File: config.mk
export PLATFORM = sky130hd
export DESIGN_NAME = dynamic_priority_scheduler
export DESIGN_NICKNAME = d
export VERILOG_FILES = /design/src/hdl/dps_pkg.sv /design/src/hdl/dps_slot_store.sv /design/src/hdl/dps_best_track.sv /design/src/hdl/dynamic_priority_scheduler.sv
export SDC_FILE = /design/constraint.sdc
export NUM_CORES = 1
export LEC_CHECK = 0
export BUFFER_PORTS_ARGS = -buffer_cell sky130_fd_sc_hd__buf_2
export CAP_MARGIN = 10
export CORE_MARGIN = 5
export CORE_UTILIZATION = 60
export DETAILED_ROUTE_END_ITERATION = 7
export MAX_ROUTING_LAYER = met4
export PLACE_DENSITY_LB_ADDON = 0.25
export SLEW_MARGIN = 20
export SYNTH_ARGS = -nofsm -noshare
export SYNTH_HDL_FRONTEND = slang
export SYNTH_SLANG_ARGS = --single-unit
File: constraint.sdc
create_clock -name clk -period 10.3 [get_ports clk]
set_input_delay 2.06 -clock clk [delete_from_list [all_inputs] [get_ports clk]]
set_output_delay 2.06 -clock clk [all_outputs]
set_load 0.005 [all_outputs]
File: src/hdl/dps_pkg.sv
`default_nettype none

package dps_pkg;

    localparam int SLOTS_DEFAULT = 8;

    localparam logic [7:0] BASE_PRIORITY_RESET = 8'd50;
    localparam logic [3:0] PRIORITY_STEP_RESET = 4'd3;

    localparam logic CMD_LOAD = 1'b0;
    localparam logic CMD_TICK = 1'b1;

    localparam logic REG_BASE_PRIORITY = 1'b0;
    localparam logic REG_PRIORITY_STEP = 1'b1;

    localparam logic signed [13:0] PRIO_MIN = 14'sh2000;

    typedef struct packed {
        logic [7:0]         need;
        logic signed [13:0] prio;
        logic [7:0]         ticks;
    } entry_t;

    typedef struct packed {
        logic clear;
        logic sample;
    } track_ctl_t;

    typedef enum logic [2:0] {
        ST_IDLE,
        ST_SCAN,
        ST_DRAIN,
        ST_UPDATE,
        ST_DONE
    } state_t;

endpackage

`default_nettype wire

File: src/hdl/dps_slot_store.sv
`default_nettype none

module dps_slot_store #(
    parameter int SLOTS = dps_pkg::SLOTS_DEFAULT,
    parameter int AW    = $clog2(SLOTS)
) (
    input  logic             clk,
    input  logic             we,
    input  logic [AW-1:0]    waddr,
    input  dps_pkg::entry_t  wdata,
    input  logic [AW-1:0]    raddr,
    output dps_pkg::entry_t  rdata
);
    import dps_pkg::*;

    entry_t mem [SLOTS];
    entry_t rdata_reg;

    always_ff @(posedge clk)
    begin
        if (we)
        begin
            mem[waddr] <= wdata;
        end
        rdata_reg <= mem[raddr];
    end

    assign rdata = rdata_reg;

endmodule

`default_nettype wire

File: src/hdl/dps_best_track.sv
`default_nettype none

module dps_best_track #(
    parameter int AW = 3
) (
    input  logic                 clk,
    input  logic                 rst_n,
    input  dps_pkg::track_ctl_t  ctl,
    input  logic [AW-1:0]        cand_idx,
    input  dps_pkg::entry_t      cand,
    output logic                 found,
    output logic [AW-1:0]        best_idx,
    output dps_pkg::entry_t      best
);
    import dps_pkg::*;

    logic          found_reg;
    logic          found_next;
    logic [AW-1:0] best_idx_reg;
    entry_t        best_reg;
    logic          win;

    // strict greater-than keeps the lower index on a tie (ascending scan)
    assign win = ctl.sample && (!found_reg || (cand.prio > best_reg.prio));

    always_comb
    begin
        found_next = found_reg;
        if (ctl.clear)
        begin
            found_next = 1'b0;
        end
        else if (win)
        begin
            found_next = 1'b1;
        end
    end

    always_ff @(posedge clk or negedge rst_n)
    begin
        if (!rst_n)
        begin
            found_reg <= 1'b0;
        end
        else
        begin
            found_reg <= found_next;
        end
    end

    always_ff @(posedge clk)
    begin
        if (win)
        begin
            best_idx_reg <= cand_idx;
            best_reg     <= cand;
        end
    end

    assign found    = found_reg;
    assign best_idx = best_idx_reg;
    assign best     = best_reg;

endmodule

`default_nettype wire

File: src/hdl/dynamic_priority_scheduler.sv
`default_nettype none

// Dynamic priority scheduler over SLOTS process slots held in a one-port-read
// slot memory. A load beat writes one slot (priority = base_priority - need)
// on acceptance and then passes through ST_DONE into the output register. A
// tick beat walks the slot memory one entry per cycle through a single
// compare unit that tracks the highest signed priority among slots with need
// left, then writes the charged slot back; its result passes through the scan
// states, a drain state for the last read to settle, the write back and the
// load of the output register. A result still waiting in the output register
// holds the block in ST_DONE for as long as out_ready stays low.
// The block takes one beat at a time: in_ready is high only between items,
// while a finished result may still wait in the output register.
// Configuration writes are registered and should be made while idle.
module dynamic_priority_scheduler #(
    parameter int SLOTS = dps_pkg::SLOTS_DEFAULT
) (
    input  logic               clk,
    input  logic               rst_n,
    input  logic               cfg_we,
    input  logic               cfg_addr,
    input  logic [7:0]         cfg_wdata,
    input  logic               in_valid,
    output logic               in_ready,
    input  logic               cmd,
    input  logic [2:0]         slot_index,
    input  logic [7:0]         need_time,
    output logic               out_valid,
    input  logic               out_ready,
    output logic               ran,
    output logic [2:0]         chosen_slot,
    output logic [7:0]         need_left,
    output logic [7:0]         ticks_used,
    output logic signed [13:0] new_priority,
    output logic               all_done
);
    import dps_pkg::*;

    localparam int AW = $clog2(SLOTS);
    localparam int CW = (AW > 3) ? AW : 3;

    state_t         state_reg, state_next;
    logic [AW-1:0]  scan_cnt_reg, scan_cnt_next;
    logic           rd_pend_reg, rd_pend_next;
    logic [AW-1:0]  rd_idx_reg, rd_idx_next;
    logic [SLOTS-1:0] need_nz_reg, need_nz_next;
    logic [7:0]     base_reg;
    logic [3:0]     step_reg;

    logic           res_ran_reg, res_ran_next;
    logic [2:0]     res_slot_reg, res_slot_next;
    logic [7:0]     res_need_reg, res_need_next;
    logic [7:0]     res_ticks_reg, res_ticks_next;
    logic signed [13:0] res_prio_reg, res_prio_next;

    logic           out_valid_reg, out_valid_next;
    logic           out_ran_reg, out_ran_next;
    logic [2:0]     out_slot_reg, out_slot_next;
    logic [7:0]     out_need_reg, out_need_next;
    logic [7:0]     out_ticks_reg, out_ticks_next;
    logic signed [13:0] out_prio_reg, out_prio_next;
    logic           out_done_reg, out_done_next;

    logic           mem_we;
    logic [AW-1:0]  mem_waddr;
    entry_t         mem_wdata;
    entry_t         mem_rdata;

    track_ctl_t     trk_ctl;
    logic           found;
    logic [AW-1:0]  best_idx;
    entry_t         best;

    logic [CW:0]    idx_ext;
    logic           load_hit;
    logic [AW-1:0]  load_addr;
    entry_t         load_entry;
    entry_t         upd_entry;
    logic [14:0]    prio_dec;
    logic [CW-1:0]  best_ext;

    dps_slot_store #(
        .SLOTS (SLOTS),
        .AW    (AW)
    ) u_store (
        .clk   (clk),
        .we    (mem_we),
        .waddr (mem_waddr),
        .wdata (mem_wdata),
        .raddr (scan_cnt_reg),
        .rdata (mem_rdata)
    );

    dps_best_track #(
        .AW (AW)
    ) u_track (
        .clk      (clk),
        .rst_n    (rst_n),
        .ctl      (trk_ctl),
        .cand_idx (rd_idx_reg),
        .cand     (mem_rdata),
        .found    (found),
        .best_idx (best_idx),
        .best     (best)
    );

    // load decode
    assign idx_ext          = (CW+1)'(slot_index);
    assign load_hit         = idx_ext < (CW+1)'(SLOTS);
    assign load_addr        = idx_ext[AW-1:0];
    assign load_entry.need  = need_time;
    assign load_entry.prio  = {6'b0, base_reg} - {6'b0, need_time};
    assign load_entry.ticks = 8'd0;

    // charge the winner: saturate priority low, tick count high
    assign prio_dec        = {best.prio[13], best.prio} - {11'b0, step_reg};
    assign upd_entry.need  = best.need - 8'd1;
    assign upd_entry.prio  = (prio_dec[14] != prio_dec[13]) ? PRIO_MIN : prio_dec[13:0];
    assign upd_entry.ticks = (best.ticks == 8'hFF) ? 8'hFF : best.ticks + 8'd1;
    assign best_ext        = CW'(best_idx);

    always_comb
    begin
        state_next     = state_reg;
        scan_cnt_next  = scan_cnt_reg;
        rd_pend_next   = 1'b0;
        rd_idx_next    = scan_cnt_reg;
        need_nz_next   = need_nz_reg;
        res_ran_next   = res_ran_reg;
        res_slot_next  = res_slot_reg;
        res_need_next  = res_need_reg;
        res_ticks_next = res_ticks_reg;
        res_prio_next  = res_prio_reg;
        out_valid_next = out_valid_reg;
        out_ran_next   = out_ran_reg;
        out_slot_next  = out_slot_reg;
        out_need_next  = out_need_reg;
        out_ticks_next = out_ticks_reg;
        out_prio_next  = out_prio_reg;
        out_done_next  = out_done_reg;
        in_ready       = (state_reg == ST_IDLE);
        mem_we         = 1'b0;
        mem_waddr      = best_idx;
        mem_wdata      = upd_entry;
        trk_ctl.clear  = 1'b0;
        trk_ctl.sample = rd_pend_reg && need_nz_reg[rd_idx_reg];

        if (out_ready)
        begin
            out_valid_next = 1'b0;
        end

        unique case (state_reg)
            ST_IDLE:
            begin
                if (in_valid)
                begin
                    res_ran_next   = 1'b0;
                    res_slot_next  = 3'd0;
                    res_need_next  = 8'd0;
                    res_ticks_next = 8'd0;
                    res_prio_next  = 14'sd0;
                    if (cmd == CMD_TICK)
                    begin
                        trk_ctl.clear = 1'b1;
                        scan_cnt_next = '0;
                        state_next    = ST_SCAN;
                    end
                    else
                    begin
                        if (load_hit)
                        begin
                            mem_we                  = 1'b1;
                            mem_waddr               = load_addr;
                            mem_wdata               = load_entry;
                            need_nz_next[load_addr] = (need_time != 8'd0);
                        end
                        state_next = ST_DONE;
                    end
                end
            end
            ST_SCAN:
            begin
                rd_pend_next = 1'b1;
                if (scan_cnt_reg == AW'(SLOTS - 1))
                begin
                    state_next = ST_DRAIN;
                end
                else
                begin
                    scan_cnt_next = scan_cnt_reg + AW'(1);
                end
            end
            ST_DRAIN:
            begin
                state_next = ST_UPDATE;
            end
            ST_UPDATE:
            begin
                if (found)
                begin
                    mem_we                 = 1'b1;
                    need_nz_next[best_idx] = (upd_entry.need != 8'd0);
                    res_ran_next           = 1'b1;
                    res_slot_next          = best_ext[2:0];
                    res_need_next          = upd_entry.need;
                    res_ticks_next         = upd_entry.ticks;
                    res_prio_next          = upd_entry.prio;
                end
                state_next = ST_DONE;
            end
            ST_DONE:
            begin
                // hold until the output register is free
                if (!out_valid_reg || out_ready)
                begin
                    out_valid_next = 1'b1;
                    out_ran_next   = res_ran_reg;
                    out_slot_next  = res_slot_reg;
                    out_need_next  = res_need_reg;
                    out_ticks_next = res_ticks_reg;
                    out_prio_next  = res_prio_reg;
                    out_done_next  = ~|need_nz_reg;
                    state_next     = ST_IDLE;
                end
            end
            default:
            begin
                state_next = ST_IDLE;
            end
        endcase
    end

    always_ff @(posedge clk or negedge rst_n)
    begin
        if (!rst_n)
        begin
            state_reg     <= ST_IDLE;
            scan_cnt_reg  <= '0;
            rd_pend_reg   <= 1'b0;
            need_nz_reg   <= '0;
            out_valid_reg <= 1'b0;
            base_reg      <= BASE_PRIORITY_RESET;
            step_reg      <= PRIORITY_STEP_RESET;
        end
        else
        begin
            state_reg     <= state_next;
            scan_cnt_reg  <= scan_cnt_next;
            rd_pend_reg   <= rd_pend_next;
            need_nz_reg   <= need_nz_next;
            out_valid_reg <= out_valid_next;
            if (cfg_we)
            begin
                unique case (cfg_addr)
                    REG_BASE_PRIORITY: base_reg <= cfg_wdata;
                    REG_PRIORITY_STEP: step_reg <= cfg_wdata[3:0];
                    default:           base_reg <= base_reg;
                endcase
            end
        end
    end

    always_ff @(posedge clk)
    begin
        rd_idx_reg    <= rd_idx_next;
        res_ran_reg   <= res_ran_next;
        res_slot_reg  <= res_slot_next;
        res_need_reg  <= res_need_next;
        res_ticks_reg <= res_ticks_next;
        res_prio_reg  <= res_prio_next;
        out_ran_reg   <= out_ran_next;
        out_slot_reg  <= out_slot_next;
        out_need_reg  <= out_need_next;
        out_ticks_reg <= out_ticks_next;
        out_prio_reg  <= out_prio_next;
        out_done_reg  <= out_done_next;
    end

    assign out_valid    = out_valid_reg;
    assign ran          = out_ran_reg;
    assign chosen_slot  = out_slot_reg;
    assign need_left    = out_need_reg;
    assign ticks_used   = out_ticks_reg;
    assign new_priority = out_prio_reg;
    assign all_done     = out_done_reg;

    a_busy_after_accept: assert property (@(posedge clk) disable iff (!rst_n)
        (in_valid && in_ready) |=> !in_ready)
        else $error("accepted a beat while an item was still in flight");

    a_idle_result_zero: assert property (@(posedge clk) disable iff (!rst_n)
        (out_valid && !ran) |-> (chosen_slot == 3'd0 && need_left == 8'd0 &&
                                 ticks_used == 8'd0 && new_priority == 14'sd0))
        else $error("result fields nonzero without a charged slot");

    a_ran_ticks: assert property (@(posedge clk) disable iff (!rst_n)
        (out_valid && ran) |-> (ticks_used != 8'd0))
        else $error("charged slot reports zero ticks");

    a_winner_has_need: assert property (@(posedge clk) disable iff (!rst_n)
        (state_reg == ST_UPDATE && found) |-> need_nz_reg[best_idx])
        else $error("selected slot has no remaining need");

    a_scan_in_range: assert property (@(posedge clk) disable iff (!rst_n)
        (state_reg == ST_SCAN) |-> (scan_cnt_reg <= AW'(SLOTS - 1)))
        else $error("scan counter ran past the last slot");

endmodule

`default_nettype wire

After elaboration in Yosys (flattened, before gate mapping) --
Memory sizes are Yosys's and may differ from the RTL's. A register that Yosys moved wholly into a read port is not among the register bits. Index checks and enable logic that the tools add are counted.
Cells by class: $lt $le $gt $ge 7, add/subtract/negate cells 5, reduce and logical (&&, ||, !) cells 23, mux-type cells 62, equal/unequal tests 15, bitwise gates (word level) 1
Operators with widths (count):
- 30-bit 2-to-1 mux | 4
- 8-bit 2-to-1 mux | 8
- 8-bit one-hot mux with 2 select lines | 3
- 14-bit 2-to-1 mux | 3
- 3-bit 2-to-1 mux | 13
- 14-bit one-hot mux with 2 select lines | 1
- 1-bit 2-to-1 mux | 20
- 8-bit bitwise mux | 2
- 3-bit by 4-bit < comparator with 1-bit output (second input constant) | 4
- 8-bit nonzero test | 2
- 3-bit one-hot mux with 5 select lines | 1
- 14-bit by 5-bit subtractor with 15-bit output | 1
- 14-bit greater-than comparator | 1
- 3-bit one-hot mux with 2 select lines | 2
- 2-bit != test (second input constant) | 5
- 8-bit by 8-bit subtractor with 9-bit output | 1
- 8-bit by 1-bit adder with 8-bit output (second input constant) | 1
- 8-bit == test (second input constant) | 1
- 8-bit OR reduction | 1
- 8-bit by 1-bit subtractor with 8-bit output (second input constant) | 1
- 1-bit demux with 3-bit select | 2
- 3-bit by 2-bit == test with 1-bit output (second input constant) | 2
- 3-bit == test (second input constant) | 2
- 3-bit by 1-bit >= comparator with 1-bit output (second input constant) | 2
- 16 further kinds | 30
Storage, ports and cells: memories kept 1, bits of input ports 26, bits in writable memories 240, register bits 134, output and inout bits 37, word-level logic and storage cells 138
Memories:
- u_store.mem | depth 8, bits a word 30, rd ports 1, clocked after memory_dff 1, wr ports 1, RTL line dps_slot_store.sv:16 | entry_t mem [SLOTS];

Longest topological paths before layout --
depth after elaboration 9, depth in mapped cells 13, gate-level depth less buffers 11

Cells and area by module --
Synthesis repeated with hierarchy kept, for this count alone.
Second synthesis, totals: cells, all modules 941, area total of the unflattened synthesis 16557.1 um^2
By module, submodules not included:
- dps_slot_store | cells an instance 390, times used 1, area an instance 9897.0 um^2
- dynamic_priority_scheduler | cells an instance 462, times used 1, area an instance 5250.0 um^2
- dps_best_track | cells an instance 89, times used 1, area an instance 1410.1 um^2

Least setup slack after synthesis --
OpenSTA, ideal clock, no wires.
kind input-to-reg, start point in cmd, end point reg need_nz_reg[4], required time 10157 ps, cell stages on the path 5, arrival 4635 ps, slack 5522 ps, library setup time 143 ps, cell sequence nand2b_1 -> or3_1 -> a21oi_1 -> mux2i_1 -> o21ai_1
Between the ends: cells in the longest elaborated chain, start to end 2
RTL lines:
- start: declaration | RTL line dynamic_priority_scheduler.sv:25 | input logic cmd,
- 2-bit != test (no line)
- 5-bit AND reduction (no line)
- end signal: assignment | RTL line dynamic_priority_scheduler.sv:251 | need_nz_reg <= need_nz_next;
- end: declaration | RTL line dynamic_priority_scheduler.sv:46 | logic [SLOTS-1:0] need_nz_reg, need_nz_next;
Every way passes these cells. A chain may end at the register's enable or synchronous reset.

==> metrics.csv <==
stage,metric,value,unit
yosys,synth_ff_type,edfxtp_1,
yosys,yosysTopAreaCell,edfxtp_1,
grt,grt_pass1_wl,48870,um
drt,dr.pass1.iters,7,
layout,antenna_cells,0,
clock_tree,ctsHoldBuffers,0,
timing,fmax,247.8,MHz
layout,largest_register_ffs,240,
critical_path,critPathTopFamily,compound AO/OA/AOI/OAI gates,
yosys,ys_warn_count,0,
yosys,synth_area_leaders,"edfxtp_1 64%, mux4_2 8.7%, dfxtp_1 4.1%, dfrtp_1 3.7%, mux2_2 2.5%",
grt,gr-total-overflow,0,
clock_tree,cts_resized,0,
timing,rsz0062_at_grt,no,
grt,first_global_vias,8493,
floorplanning,die_w,173.8,um
yosys,synth_seq_cells,404,
power,p_leak,6.353,nW
power,p_per_area,265.7,nW/um^2
critical_path,max_stage_delay,0.62,ns
critical_path,cp-end-kind,flip-flop,
yosys,synthesis.nets,986,
timing,min_period,4.035,ns
yosys,syn_inst,926,
critical_path,critPathMaxFanout,25,
timing,period_share,39.18,%
clock_tree,cts_buffer_depth,3,
grt,grt.total_usage,21.63,%
critical_path,cp.required,10.55,ns
timing,tightest_slew,1.035,ns
drt,first_iter_violations,735,
timing,finalSetupTns,0,ns
clock_tree,clkSlewWorstSetupHoldPaths,0.06,ns
clock_tree,cts_sinks,404,
clock_tree,cts_root_buffer,clkbuf_16,
yosys,synth_edf_count,342,
yosys,syn_area,16090,um^2
layout,fin_util,68.54,%
floorplanning,initial_utilization,60.38,%
drt,wl_per_cell,22.68,um
flow_run,drv_cap,0,
clock_tree,cts_setup_buffers,0,
min_path,min_path_type,flip-flop to flip-flop,
timing,slew_viol_final,0,
clock_tree,h-tree-depth,2,
yosys,yosysSeqAreaShare,72.48,%
clock_tree,cts_tree,done,
drt,ant_nets,0,
critical_path,worstSetupPathType,input port to flip-flop,
yosys,synth.avg_cell_area,17.38,um^2
timing,finClkSkew,0.02094,ns
layout,num-fill-cells,1720,
layout,area_growth,13.51,%
clock_tree,insertion_delay,0.54,ns
grt,antenna_found_initial,0,
grt,grt_start_max_net_pins,64,
placed_design,portBuffers,62,
floorplanning,io_pins,63,
drt,viasPerCell,6.075,
drt,route.detailed.drc,0,
critical_path,timing.critical_path.slowest_stage_cell,nand2_1,
yosys,netlist.area_leader.share,63.83,%
floorplanning,die_h,173.8,um
yosys,synth_async_sr_flop_share,7.178,%
yosys,synth_cell_types,65,
critical_path,crit_arrival,4.28,ns
critical_path,path_cells,buf_2 -> nor2b_1 -> nand2_1 -> a211o_1 -> o22ai_1,
layout,final_net_count,1072,
clock_tree,cts_buffers,41,
drt,drt-total-wl,31440,um
placed_design,hpwl,18920,um
placed_design,place.gp.congestion,0.9437,
drt,vias,8420,
floorplanning,core-area,26650,um^2
layout,drive_above_1_share,24.88,%
critical_path,crit_path_start_kind,input port,
timing,relSlewSlack,31.01,%
floorplanning,die_area,30190,um^2
floorplanning,rows,60,
timing,setup_viol,0,
outcome,run_status,finished clean,
critical_path,crit_buf_inv,1,
timing,hold_violations,0,
power,ir_drop,0.1555,mV
power breakdown:
part | total (mW) | switching (mW) | internal (mW)
clock network | 1.49 | 0.589 | 0.900
logic | 1.09 | 0.615 | 0.473
registers | 2.28 | 0.130 | 2.15
cells in the mapped netlist, types with 6 or more instances:
cell type	instances
a21oi_1	26
buf_2	7
clkbuf_1	23
dfrtp_1	24
dfxtp_1	33
edfxtp_1	342
ha_1	32
inv_1	37
mux2_1	6
mux2_2	36
mux2i_1	10
mux4_2	62
nand2_1	24
nand2b_1	10
nand3_1	12
nand4_1	8
nor2_1	70
nor2b_1	8
nor3_1	19
o21a_1	9
o21ai_0	6
o21ai_1	13
o22ai_1	6
or3_1	7
xnor2_1	13
xor2_1	7
area by class of cell:
class | count | area (um^2) | area share [%]
clock inverters | 10 | 155.1 | 0.8494
well taps | 341 | 426.7 | 2.336
inverters | 39 | 146.4 | 0.8015
clock buffers | 66 | 1231 | 6.741
repair buffers | 75 | 407.9 | 2.233
flip-flops and latches | 404 | 11670 | 63.88
multi-input cells | 451 | 4230 | 23.16
cells by family (layout without fill, tap and decap cells):
| logic type | count (synthesis) | in the layout | share of synthesized area [%] |
|---|---|---|---|
| flip-flops | 404 | 404 | 72.48 |
| AND/OR/NAND/NOR | 183 | 183 | 5.599 |
| multiplexers | 114 | 114 | 12.24 |
| AO/OA/AOI/OAI | 100 | 100 | 4.098 |
| buffers and inverters | 71 | 190 | 1.757 |
| adder cells (fa/ha/maj) | 34 | 34 | 2.737 |
| XOR/XNOR | 20 | 20 | 1.089 |
per-layer routing:
| metal | up-vias | share of wire, % | global-route usage, % |
|---|---|---|---|
| met2 | 290 | 50 | 35.05 |
| met4 | 0 | 2.1 | 5.675 |
| met5 | - | 0 | - |
| li1 | 3796 | - | - |
| met3 | 51 | 6.7 | 3.337 |
| met1 | 4283 | 41 | 29.34 |
final timing paths:
path	slack, ns	start	endpoint	cells past startpoint
max	6.26	in_valid	u_store.mem[6][20]	5
min	0.40	u_store.rdata[0]	u_track.best[0]	0
max reg2reg	6.65	step_reg[3]	u_store.mem[6][20]	9
min reg2reg	0.40	u_store.rdata[0]	u_track.best[0]	0
max in group asynchronous	8.21	rst_n	rd_idx_next[0]	1
min in group asynchronous	1.58	rst_n	rd_idx_next[2]	1
cells in the final DEF, fill, tap and decap left out, types with 15 or more instances in the layout:
| cell | n |
|---|---|
| edfxtp_1 | 342 |
| nor2_1 | 70 |
| mux4_2 | 62 |
| clkbuf_1 | 15 |
| mux2_2 | 36 |
| nor3_1 | 19 |
| a21oi_1 | 21 |
| buf_2 | 62 |
| nand2_1 | 24 |
| dfrtp_1 | 22 |
| ha_1 | 32 |
| inv_1 | 37 |
| dfxtp_1 | 33 |
| clkbuf_16 | 42 |
stage by stage:
| step | setup slack, ns | instance area, um^2 | total power, mW | std cells | hold slack [ns] |
|---|---|---|---|---|---|
| after global placement | 5.828 | 16880 | 3.372 | 1310 | 0.3862 |
| final | 6.265 | 18270 | 4.854 | 1386 | 0.4045 |
| after floorplan | 5.522 | 16090 | 3.067 | 926 | 0.3693 |
| after CTS | 6.325 | 18270 | 4.891 | 1386 | 0.4040 |
| after global routing | 6.121 | 18270 | 5.079 | 1386 | 0.4109 |
| after detailed placement | 5.754 | 16880 | 3.397 | 1310 | 0.3895 |
Note: power is estimated with default switching activity, not from simulation.
